## config.mk

```make
export PLATFORM = sky130hd
export DESIGN_NAME = sql_style_token_splitter_core
export DESIGN_NICKNAME = d
export VERILOG_FILES = /design/src/design/tst_pkg.sv /design/src/design/tst_front.sv /design/src/design/tst_queue.sv /design/src/design/tst_back.sv /design/src/design/sql_style_token_splitter_core.sv
export SDC_FILE = /design/constraint.sdc
export NUM_CORES = 1
export LEC_CHECK = 0
export ABC_AREA = 1
export BUFFER_PORTS_ARGS = -buffer_cell sky130_fd_sc_hd__buf_2
export CORE_ASPECT_RATIO = 0.9
export CORE_UTILIZATION = 47
export CTS_CLUSTER_SIZE = 10
export DETAILED_ROUTE_END_ITERATION = 10
export SYNTH_ARGS = -nofsm -noshare
export SYNTH_HDL_FRONTEND = slang
export SYNTH_SLANG_ARGS = --single-unit
```

## constraint.sdc

```tcl
create_clock -name clk -period 13.3 [get_ports clk]
set_input_delay 1.33 -clock clk [delete_from_list [all_inputs] [get_ports clk]]
set_output_delay 1.33 -clock clk [all_outputs]
set_load 0.01 [all_outputs]
```

## src/design/tst_pkg.sv

```systemverilog
// ----------------------------------------------------------------------------
// tst_pkg
// Types and constants shared by the token splitter modules.
// ----------------------------------------------------------------------------
package tst_pkg;

  // Result kinds
  localparam logic [1:0] KIND_CHAR    = 2'd0;
  localparam logic [1:0] KIND_END     = 2'd1;
  localparam logic [1:0] KIND_UNTERM  = 2'd2;

  // Scan modes (any other code acts as text)
  localparam logic [1:0] MODE_TEXT    = 2'd0;
  localparam logic [1:0] MODE_BLOCK   = 2'd1;
  localparam logic [1:0] MODE_LINE    = 2'd2;

  // Characters of interest
  localparam logic [7:0] CH_SLASH     = 8'h2F;
  localparam logic [7:0] CH_STAR      = 8'h2A;
  localparam logic [7:0] CH_DASH      = 8'h2D;
  localparam logic [7:0] CH_SEMI      = 8'h3B;
  localparam logic [7:0] CH_LF        = 8'h0A;
  localparam logic [7:0] CH_CR        = 8'h0D;
  localparam logic [7:0] CH_SPACE     = 8'h20;
  localparam logic [7:0] CH_TAB       = 8'h09;

  localparam logic [7:0]  EXTRA_DELIM_RESET = 8'd37;
  localparam logic [15:0] LINE_MAX          = 16'hFFFF;

  // Results one item can cause, and default depth of the item queue
  localparam int MAX_RESULTS   = 4;
  localparam int QUEUE_DEPTH   = 4;

  typedef struct packed {
    logic [7:0] text_byte;
    logic       extra_delim_on;
    logic       end_of_text;
  } in_item_t;

  typedef struct packed {
    logic [1:0]  kind;
    logic [7:0]  token_byte;
    logic [15:0] line_number;
    logic        last_of_run;
  } out_item_t;

  // One result before it is tagged as last of its run
  typedef struct packed {
    logic [1:0]  kind;
    logic [7:0]  token_byte;
    logic [15:0] line_number;
  } res_t;

  // All results of one input item
  typedef struct packed {
    logic [2:0]                  cnt;
    res_t [MAX_RESULTS-1:0]      res;
  } bundle_t;

  // One-character token bytes
  function automatic logic is_single(input logic [7:0] c);
    case (c)
      8'h7B, 8'h7D, 8'h3D, 8'h3A, 8'h2C, 8'h3C, 8'h3E, 8'h22,
      8'h2E, 8'h28, 8'h29, 8'h5B, 8'h5D, 8'h27, CH_SEMI: is_single = 1'b1;
      default: is_single = 1'b0;
    endcase
  endfunction

  // Saturating line increment
  function automatic logic [15:0] bump(input logic [15:0] l);
    bump = (l == LINE_MAX) ? l : l + 16'd1;
  endfunction

endpackage

```

## src/design/tst_front.sv

```systemverilog
// ----------------------------------------------------------------------------
// tst_front
// Accepts one byte per cycle while the queue has room, tracks scan state
// and builds the bundle of results that the byte causes.
// ----------------------------------------------------------------------------
module tst_front
  import tst_pkg::*;
(
  input  logic     clk,
  input  logic     rst,
  input  logic     cfg_we,
  input  logic [7:0] cfg_data,
  input  logic     push,
  input  logic     q_full,
  input  in_item_t in_data,
  output logic     q_wr,
  output bundle_t  q_wdata
);

  logic [7:0]  extra_delim_char;
  logic        token_open, held_valid, held_delim, comment_prev_star;
  logic [7:0]  held_byte;
  logic [1:0]  scan_mode;
  logic [15:0] line_count;

  logic        token_open_next, held_valid_next, held_delim_next, comment_prev_star_next;
  logic [7:0]  held_byte_next;
  logic [1:0]  scan_mode_next;
  logic [15:0] line_count_next;
  bundle_t     bnd;
  logic        accept, is_extra;
  logic [7:0]  c;

  assign accept = push && !q_full;
  assign c      = in_data.text_byte;
  assign is_extra = in_data.extra_delim_on && (c == extra_delim_char);

  // Step of the scanner for one byte
  always_comb begin
    token_open_next        = token_open;
    held_valid_next        = held_valid;
    held_delim_next        = held_delim;
    held_byte_next         = held_byte;
    scan_mode_next         = scan_mode;
    comment_prev_star_next = comment_prev_star;
    line_count_next        = line_count;
    bnd                    = '0;

    if (scan_mode == MODE_BLOCK) begin
      if (c == CH_LF) line_count_next = bump(line_count_next);
      if (c == CH_SLASH && comment_prev_star) begin
        scan_mode_next         = MODE_TEXT;
        comment_prev_star_next = 1'b0;
      end else begin
        comment_prev_star_next = (c == CH_STAR);
      end
    end else if (scan_mode == MODE_LINE) begin
      if (c == CH_LF || c == CH_CR) begin
        line_count_next = bump(line_count_next);
        scan_mode_next  = MODE_TEXT;
      end
    end else if (held_valid && held_byte == CH_SLASH && c == CH_STAR) begin
      if (token_open_next) begin
        bnd.res[bnd.cnt[1:0]] = '{KIND_END, 8'd0, line_count_next};
        bnd.cnt = bnd.cnt + 3'd1;
        token_open_next = 1'b0;
      end
      held_valid_next        = 1'b0;
      held_delim_next        = 1'b0;
      scan_mode_next         = MODE_BLOCK;
      comment_prev_star_next = 1'b1;
    end else if (held_valid && held_byte == CH_DASH && c == CH_DASH) begin
      if (token_open_next) begin
        bnd.res[bnd.cnt[1:0]] = '{KIND_END, 8'd0, line_count_next};
        bnd.cnt = bnd.cnt + 3'd1;
        token_open_next = 1'b0;
      end
      held_valid_next = 1'b0;
      held_delim_next = 1'b0;
      scan_mode_next  = MODE_LINE;
    end else begin
      // release the held byte
      if (held_valid_next) begin
        bnd.res[bnd.cnt[1:0]] = '{KIND_CHAR, held_byte_next, line_count_next};
        bnd.cnt = bnd.cnt + 3'd1;
        if (held_delim_next) begin
          bnd.res[bnd.cnt[1:0]] = '{KIND_END, 8'd0, line_count_next};
          bnd.cnt = bnd.cnt + 3'd1;
        end else begin
          token_open_next = 1'b1;
        end
        held_valid_next = 1'b0;
        held_delim_next = 1'b0;
      end
      // classify the new byte
      if (c == CH_SLASH || c == CH_DASH) begin
        held_byte_next  = c;
        held_valid_next = 1'b1;
        held_delim_next = is_extra;
        if (is_extra && token_open_next) begin
          bnd.res[bnd.cnt[1:0]] = '{KIND_END, 8'd0, line_count_next};
          bnd.cnt = bnd.cnt + 3'd1;
          token_open_next = 1'b0;
        end
      end else if (c == CH_LF || c == CH_CR || c == CH_SPACE || c == CH_TAB) begin
        if (token_open_next) begin
          bnd.res[bnd.cnt[1:0]] = '{KIND_END, 8'd0, line_count_next};
          bnd.cnt = bnd.cnt + 3'd1;
          token_open_next = 1'b0;
        end
        if (c == CH_LF) line_count_next = bump(line_count_next);
      end else if (is_single(c) || is_extra) begin
        if (token_open_next && bnd.cnt != 3'd4) begin
          bnd.res[bnd.cnt[1:0]] = '{KIND_END, 8'd0, line_count_next};
          bnd.cnt = bnd.cnt + 3'd1;
        end
        token_open_next = 1'b0;
        if (bnd.cnt != 3'd4) begin
          bnd.res[bnd.cnt[1:0]] = '{KIND_CHAR, c, line_count_next};
          bnd.cnt = bnd.cnt + 3'd1;
        end
        if (bnd.cnt != 3'd4) begin
          bnd.res[bnd.cnt[1:0]] = '{KIND_END, 8'd0, line_count_next};
          bnd.cnt = bnd.cnt + 3'd1;
        end
      end else begin
        if (bnd.cnt != 3'd4) begin
          bnd.res[bnd.cnt[1:0]] = '{KIND_CHAR, c, line_count_next};
          bnd.cnt = bnd.cnt + 3'd1;
        end
        token_open_next = 1'b1;
      end
    end

    // end of text: flush held byte, close token, flag open block comment
    if (in_data.end_of_text) begin
      if (held_valid_next) begin
        if (bnd.cnt != 3'd4) begin
          bnd.res[bnd.cnt[1:0]] = '{KIND_CHAR, held_byte_next, line_count_next};
          bnd.cnt = bnd.cnt + 3'd1;
        end
        if (held_delim_next) begin
          if (bnd.cnt != 3'd4) begin
            bnd.res[bnd.cnt[1:0]] = '{KIND_END, 8'd0, line_count_next};
            bnd.cnt = bnd.cnt + 3'd1;
          end
        end else begin
          token_open_next = 1'b1;
        end
      end
      if (token_open_next && bnd.cnt != 3'd4) begin
        bnd.res[bnd.cnt[1:0]] = '{KIND_END, 8'd0, line_count_next};
        bnd.cnt = bnd.cnt + 3'd1;
      end
      if (scan_mode_next == MODE_BLOCK && bnd.cnt != 3'd4) begin
        bnd.res[bnd.cnt[1:0]] = '{KIND_UNTERM, 8'd0, line_count_next};
        bnd.cnt = bnd.cnt + 3'd1;
      end
      token_open_next        = 1'b0;
      held_byte_next         = 8'd0;
      held_valid_next        = 1'b0;
      held_delim_next        = 1'b0;
      scan_mode_next         = MODE_TEXT;
      comment_prev_star_next = 1'b0;
      line_count_next        = 16'd0;
    end
  end

  assign q_wr    = accept && (bnd.cnt != 3'd0);
  assign q_wdata = bnd;

  // Configuration register
  always_ff @(posedge clk) begin
    if (rst) begin
      extra_delim_char <= EXTRA_DELIM_RESET;
    end else if (cfg_we) begin
      extra_delim_char <= cfg_data;
    end
  end

  // Scanner state
  always_ff @(posedge clk) begin
    if (rst) begin
      token_open        <= 1'b0;
      held_byte         <= 8'd0;
      held_valid        <= 1'b0;
      held_delim        <= 1'b0;
      scan_mode         <= MODE_TEXT;
      comment_prev_star <= 1'b0;
      line_count        <= 16'd0;
    end else if (accept) begin
      token_open        <= token_open_next;
      held_byte         <= held_byte_next;
      held_valid        <= held_valid_next;
      held_delim        <= held_delim_next;
      scan_mode         <= scan_mode_next;
      comment_prev_star <= comment_prev_star_next;
      line_count        <= line_count_next;
    end
  end

endmodule

```

## src/design/tst_queue.sv

```systemverilog
// ----------------------------------------------------------------------------
// tst_queue
// Short queue of result bundles between the front and the back.
// ----------------------------------------------------------------------------
module tst_queue
  import tst_pkg::*;
#(
  parameter int DEPTH = QUEUE_DEPTH
) (
  input  logic    clk,
  input  logic    rst,
  input  logic    wr,
  input  bundle_t wdata,
  input  logic    rd,
  output bundle_t rdata,
  output logic    full,
  output logic    empty
);

  localparam int PW = (DEPTH > 1) ? $clog2(DEPTH) : 1;
  localparam int CW = $clog2(DEPTH + 1);
  localparam logic [PW-1:0] LAST_PTR = PW'(DEPTH - 1);
  localparam logic [CW-1:0] FULL_CNT = CW'(DEPTH);

  bundle_t        slots [DEPTH];
  logic [PW-1:0]  wr_ptr, rd_ptr;
  logic [CW-1:0]  count;
  logic           do_wr, do_rd;

  assign full  = (count == FULL_CNT);
  assign empty = (count == '0);
  assign do_wr = wr && !full;
  assign do_rd = rd && !empty;
  assign rdata = slots[rd_ptr];

  // Storage
  always_ff @(posedge clk) begin
    if (do_wr) slots[wr_ptr] <= wdata;
  end

  // Pointers and fill count
  always_ff @(posedge clk) begin
    if (rst) begin
      wr_ptr <= '0;
      rd_ptr <= '0;
      count  <= '0;
    end else begin
      if (do_wr) wr_ptr <= (wr_ptr == LAST_PTR) ? '0 : wr_ptr + PW'(1);
      if (do_rd) rd_ptr <= (rd_ptr == LAST_PTR) ? '0 : rd_ptr + PW'(1);
      if (do_wr && !do_rd) count <= count + CW'(1);
      else if (do_rd && !do_wr) count <= count - CW'(1);
    end
  end

endmodule

```

## src/design/tst_back.sv

```systemverilog
// ----------------------------------------------------------------------------
// tst_back
// Hands out the results of the head bundle one at a time.
// ----------------------------------------------------------------------------
module tst_back
  import tst_pkg::*;
(
  input  logic      clk,
  input  logic      rst,
  input  bundle_t   head,
  input  logic      q_empty,
  input  logic      pop,
  output logic      q_rd,
  output out_item_t out_data
);

  logic [1:0] sub;
  logic       last;
  res_t       cur;

  assign cur  = head.res[sub];
  assign last = ({1'b0, sub} + 3'd1 == head.cnt);
  assign q_rd = pop && !q_empty && last;

  assign out_data.kind        = cur.kind;
  assign out_data.token_byte  = cur.token_byte;
  assign out_data.line_number = cur.line_number;
  assign out_data.last_of_run = last;

  // Index of the result within the head bundle
  always_ff @(posedge clk) begin
    if (rst) begin
      sub <= 2'd0;
    end else if (pop && !q_empty) begin
      sub <= last ? 2'd0 : sub + 2'd1;
    end
  end

endmodule

```

## src/design/sql_style_token_splitter_core.sv

```systemverilog
// ----------------------------------------------------------------------------
// sql_style_token_splitter_core
// Splits a byte stream into tokens, skipping block and line comments.
//
//   channel   direction  handshake            payload
//   input     in         push / full          in_data  (in_item_t)
//   result    out        pop / empty          out_data (out_item_t)
//   config    in         cfg_we               cfg_data (extra delimiter)
//
// One byte is accepted per cycle while the queue has room; its results are
// queued and shown in order. The back drains one result per cycle while pop
// is high, so an item causing k results occupies the result port for k pops.
// Bytes that cause no result use no queue slot.
// Synchronous reset clears scan state and empties the queue; the delimiter
// register returns to '%'. A stalled result side fills the queue, then full.
// ----------------------------------------------------------------------------
module sql_style_token_splitter_core
  import tst_pkg::*;
#(
  parameter int QDEPTH = QUEUE_DEPTH
) (
  input  logic      clk,
  input  logic      rst,
  input  logic      cfg_we,
  input  logic [7:0] cfg_data,
  input  logic      push,
  output logic      full,
  input  in_item_t  in_data,
  output logic      empty,
  input  logic      pop,
  output out_item_t out_data
);

  logic    q_wr, q_rd;
  bundle_t q_wdata, q_rdata;

  tst_front u_front (
    .clk      (clk),
    .rst      (rst),
    .cfg_we   (cfg_we),
    .cfg_data (cfg_data),
    .push     (push),
    .q_full   (full),
    .in_data  (in_data),
    .q_wr     (q_wr),
    .q_wdata  (q_wdata)
  );

  tst_queue #(.DEPTH(QDEPTH)) u_queue (
    .clk   (clk),
    .rst   (rst),
    .wr    (q_wr),
    .wdata (q_wdata),
    .rd    (q_rd),
    .rdata (q_rdata),
    .full  (full),
    .empty (empty)
  );

  tst_back u_back (
    .clk      (clk),
    .rst      (rst),
    .head     (q_rdata),
    .q_empty  (empty),
    .pop      (pop),
    .q_rd     (q_rd),
    .out_data (out_data)
  );

endmodule

```

== Word-level counts from Yosys, hierarchy flattened ==
Memories as Yosys holds them, arrays and structs flattened. A register that Yosys moved wholly into a read port is not among the register bits.
Index checks and enable logic that the tools add are counted.
Cells by class
  add/subtract/negate cells: 14
  order comparisons: 15
  eq/ne operators: 41
  multiplexer cells: 155
  reductions and logical operators: 40
Operators by type and width (count)
  $mux W107: 36
  $bwmux W104: 8
  $demux W26 S2: 7
  $mux W26: 10
  $mux W52: 5
  $mux W16: 10
  $mux W78: 2
  $eq A8 B6 Y1 const B: 17
  $bmux W26 S2: 1
  $mux W25: 2
  $mux W8: 6
  $mux W1: 46
  $eq A8 B7 Y1 const B: 4
  $mux W3: 9
  $mux W2: 13
  $logic_and A1 B1 Y1: 25
  $add A3 B1 Y3 const B: 8
  $eq A8 B4 Y1 const B: 3
  $lt A2 B3 Y1 const B: 8
  $ne A3 B3 Y1 const B: 7
  $add A16 B1 Y16 const B: 1
  $eq A16 B16 Y1 const B: 1
  $reduce_or A15 Y1: 1
  $ge A2 B1 Y1 const B: 7
  15 further kinds: 28
Word-level totals
  flip-flop bits (word level): 47
  bits in writable memories: 428
  bits of input ports: 23
  output and inout bits: 29
  logic and storage cells: 278
  memories: 1
Memories
  u_queue.slots: words 4, width 107, rd ports 1, clocked after memory_dff 1, write ports 1, RTL line tst_queue.sv:25  | bundle_t slots [DEPTH];

== Longest topological paths before layout ==
  depth after elaboration: 84
  gate-level depth with buffers: 54
  gate-level depth less buffers: 53

== Hierarchy ==
From an unflattened synthesis, not the netlist that was laid out.
Unflattened totals
  cells, all modules: 2708
  area, all modules: 24945.2 µm²
By module, submodules not included
  tst_queue: times used 1, cells each 1106, area each 16353.2 µm², seq. area each 13032.5 µm²
  tst_front: times used 1, cells each 1422, area each 7616.1 µm², seq. area each 760.7 µm²
  tst_back: times used 1, cells each 180, area each 975.9 µm², seq. area each 40.0 µm²

== Least setup slack after synthesis ==
Ideal clock, no wire load.
  path type: input -> register
  start: input port in_data[6] (netlist name)
  end: memory u_queue.slots[0][0] (netlist name), enable pin
  library setup time: 574 ps
  data arrival time: 9939 ps
  required time: 12726 ps
  path slack: 2787 ps
  stages: 42
  path buffers: 1
  cells stage by stage: buf_2 -> inv_2 -> nand3_2 -> inv_2 -> nand3_1 -> nand2_1 -> nor2_4 -> inv_2 -> a21oi_1 -> nand3_1 -> nand2_1 -> nand2_1 -> nand2_1 -> ha_1 -> inv_1 -> nor2_1 -> inv_2 -> xor2_2 -> [6 not listed] -> nand2_1 -> nand2_1 -> ha_1 -> nand3_2 -> nand2_1 -> nand2_1 -> o21ai_1 -> inv_1 -> ha_1 -> nand3_2 -> nand2_2 -> nand2_1 -> nand2_1 -> nand2_1 -> nand2_1 -> nand3_2 -> nand2_1 -> nor2_1
Between the ends
  longest elaborated chain between the ends: 39
  elaborated cells between the ends (all ways): 103
  classes of those cells: add/sub: 4; eq/ne: 28; mux: 55; reduce/logical: 16
RTL lines
  from (decl): RTL line sql_style_token_splitter_core.sv:28  | input in_item_t in_data,
  branches (longest 33 deep; another with $mux W107)
  $mux W107 (*): RTL line tst_front.sv:136  | if (in_data.end_of_text) begin
  $reduce_bool A3 Y1 (*): RTL line tst_front.sv:169  | assign q_wr = accept && (bnd.cnt != 3'd0);
  $logic_and A1 B1 Y1 (*): RTL line tst_front.sv:169
  $logic_and A1 B1 Y1 (*): RTL line tst_queue.sv:32  | assign do_wr = wr && !full;
  $mux W1 (*): RTL line tst_queue.sv:38  | if (do_wr) slots[wr_ptr] <= wdata;
  $mux W1 (not written as such) (*): RTL line tst_queue.sv:38
  to (decl): RTL line tst_queue.sv:25
Mark *: on every way between the ends. The select of a mux whose other input is x is not followed.

== Worst setup path after layout ==
  start: register u_front.token_open
  end: memory u_queue.slots[3][85] (netlist name), enable pin
Between the ends
  longest elaborated chain between the ends: 55
  elaborated cells between the ends (all ways): 74
  classes of those cells: add/sub: 6; eq/ne: 6; mux: 55; reduce/logical: 7
RTL lines
  from (decl): RTL line tst_front.sv:21  | logic token_open, held_valid, held_delim, comment_prev_star;
  from (signal assigned): RTL line tst_front.sv:192  | token_open <= token_open_next;
  branches (longest 49 deep; another with $mux W107)
  $mux W107 (*): RTL line tst_front.sv:136
  $reduce_bool A3 Y1 (*): RTL line tst_front.sv:169
  $logic_and A1 B1 Y1 (*): RTL line tst_front.sv:169
  $logic_and A1 B1 Y1 (*): RTL line tst_queue.sv:32
  $mux W1 (*): RTL line tst_queue.sv:38
  $mux W1 (not written as such) (*): RTL line tst_queue.sv:38
Marked as above.

==> metrics.cfg <==
[die]
row_count=80
fp.dieH_um=222
start_util_pct=47.6
die_w_um=247
core_area_um2=53200
die_area_um2=54800
pin_count=52

[sta]
rsz0062_at_grt=false
setup_viol=0
slew_viol_final=0
final.setup_skew_ns=0.0280
hold_viol_final=0
tightest_slew_ns=1.20
finalSetupTns_ns=0
period_minus_slack_ns=8.48
timing.fmax_mhz=118
max_slew_margin_pct=20.1
period_share_pct=63.8

[layout]
nFillCells=4875
seq_area_um2=13800
layout_commonest_cell=nand2_1
diodes=0
synthToLayoutAreaGrowth_pct=8.48
fin_nets=2774
layout_common_cells=nand2_1, edfxtp_1, o21ai_0
multi_input_area_um2=9980
drive_gt1_share_pct=8.36

[synthesis]
yosysTopAreaCellShare_pct=50.8
syn_area_per_cell_um2=9.08
ys.warnings.count=0
synth-edff-count=428
yosys.cell_types.count=57
synth_flop_cell=edfxtp_1
async_flop_share_pct=0
synthTopCellsByArea=edfxtp_1, o21ai_0, nand2_1
ys_ff_latch=477
synthesis.area_um2=25300
synth_top_area_cell=edfxtp_1
postSynthCellCount=2788
ys_seq_area_share_pct=54.6
syn_nets=2838

[detailed_routing]
drt_iter0_drc=2534
final_antenna_net_count=0
drc=3
vias_per_cell=6.13
drt_pass1_iterations=8
drt-total-wl_mm=81.3
vias=21100
avgRoutedWirePerCell_um=23.6

[clock_tree]
cts_sinks=477
clk_latency_ns=0.62
cts_made_buffers=55
cts_buffer_depth=3
post-cts-setup-buffers=0
h-tree-depth=2
clk_pin_slew_ns=0.05
cts_hold_buf=0
cts_tree=yes
ctsResizeCount=0
clock-root-buffer=clkbuf_16

[global_route]
grt_pass1_wl_mm=122
grt_util_all_layers_pct=29.6
grt_max_degree=121
overflow=0
grt_pass1_vias=19200
grt_antenna_before_repair=5

[hold_path]
min_from=u_queue.rd_ptr[1]
hold_path.class=register to register
min_delay_path_depth=2

[worst_setup_path]
crit_fanout=48
path_class=register to register
regToRegEndpoint=u_queue.slots[3][85]
crit_slowest_cell=nor2_4
rr_startpoint=u_front.token_open
cp.arrival_ns=8.72
critPathCaptureType=register
reg2reg_slack_ns=4.82
max_stage_delay_ns=0.86
rr_worst_depth=42
cpMostUsedCell=nand2_1
cp.required_ns=13.54
start_kind=register

[run]
cap_violations=0

[power_and_ir_drop]
total_power_mw=3.87
ir_drop_mv=0.0987
leakagePower_nw=9.89
p_per_area_nw_per_um2=141

[placed_design]
dpl.hpwl_mm=53.8
place_congestion=0.944
io_buffers=51

[outcome]
violations=design-rule violations
status=complete, but fails checks

[worst max-delay path: cells and delay by family, from the launching register on]
kind	cells	cell delay, ns
AND/OR/NAND/NOR	27	3.67
buffers and inverters	7	1.63
adder cells (fa/ha/maj)	6	1.42
flip-flops	1	0.83
AO/OA/AOI/OAI	1	0.30
XOR/XNOR	1	0.21
[flip-flops by register name, summed over array words and instances (netlist names), 2 cells and up, named ones only]
| signal | cells |
|---|---|
| u_back.sub | 2 |
| u_front.extra_delim_char | 8 |
| u_front.held_byte | 8 |
| u_front.line_count | 16 |
| u_front.scan_mode | 2 |
| u_queue.count | 3 |
| u_queue.rd_ptr | 2 |
| u_queue.slots | 428 |
| u_queue.wr_ptr | 2 |
[metrics by stage]
step / util [%] / instances / setup slack [ns] / hold slack [ns] / instance area (um2)
floorplan: - / 2788 / 2.79 / 0.448 / 25300
global placement: 48.7 / 3364 / 4.57 / 0.470 / 25900
detailed placement: 48.7 / 3364 / 4.49 / 0.473 / 25900
CTS: 51.7 / 3448 / 4.84 / 0.482 / 27500
global route: 51.7 / 3448 / 3.97 / 0.508 / 27500
finish: 51.7 / 3448 / 4.82 / 0.480 / 27500
[Yosys cell counts, types with 7 or more instances]
cell type / n
nand4_1: 15
buf_2: 14
nand2_2: 10
edfxtp_1: 428
nor2_1: 326
clkbuf_1: 171
nand3_1: 119
o21ai_1: 32
ha_1: 26
inv_2: 26
nor3_1: 46
o22ai_1: 43
xor2_1: 13
nor4_1: 10
nand3_2: 9
a211oi_1: 14
o2111ai_1: 9
inv_1: 159
nor2_2: 10
dfxtp_1: 49
nand2_1: 483
o211ai_1: 120
o221ai_1: 81
a221oi_1: 7
o21ai_0: 363
buf_4: 9
a21oi_1: 128
[worst max path at each step]
| stage | cells after the start | endpoint | from |
|---|---|---|---|
| after floorplan | 42 | u_queue.slots[0][0] | in_data[6] |
| after global placement | 42 | u_queue.slots[3][85] | in_data[6] |
| after detailed placement | 42 | u_queue.slots[3][85] | in_data[6] |
| after CTS | 42 | u_queue.slots[3][1] | u_front.token_open |
| after global routing | 43 | u_queue.slots[3][85] | u_front.token_open |
| final | 42 | u_queue.slots[3][85] | u_front.token_open |
[kinds of logic after synthesis]
family | share of synthesized area [%]
XOR/XNOR | 0.514
adder cells (fa/ha/maj) | 1.36
AO/OA/AOI/OAI | 19.9
buffers and inverters | 6.08
flip-flops | 54.6
AND/OR/NAND/NOR | 17.5
[power breakdown]
| part | switching, mW | internal [mW] | total, mW |
|---|---|---|---|
| clock | 0.573 | 0.774 | 1.35 |
| combinational | 0.525 | 0.200 | 0.725 |
| sequential | 0.0373 | 1.76 | 1.80 |
| total | 1.14 | 2.74 | 3.87 |
[final cells by class]
class                      count  area share (%)
tap                          697            3.17
sequential                   477            50.4
timing repair buffer          81            1.76
clock inverter                 9           0.414
inverter                     190            2.62
multi-input combinational   1919            36.3
clock buffer                  75            5.28
[routing by layer]
metal / vias to the layer above / wire [um] / global-route usage, %
li1: 9850 / - / -
met1: 10300 / 37400 / 45.4
met2: 924 / 34000 / 41.6
met3: 93 / 8450 / 7.33
met4: 2 / 1460 / 7.23
met5: - / 14 / 0
Note: power is estimated with default switching activity, not from simulation.
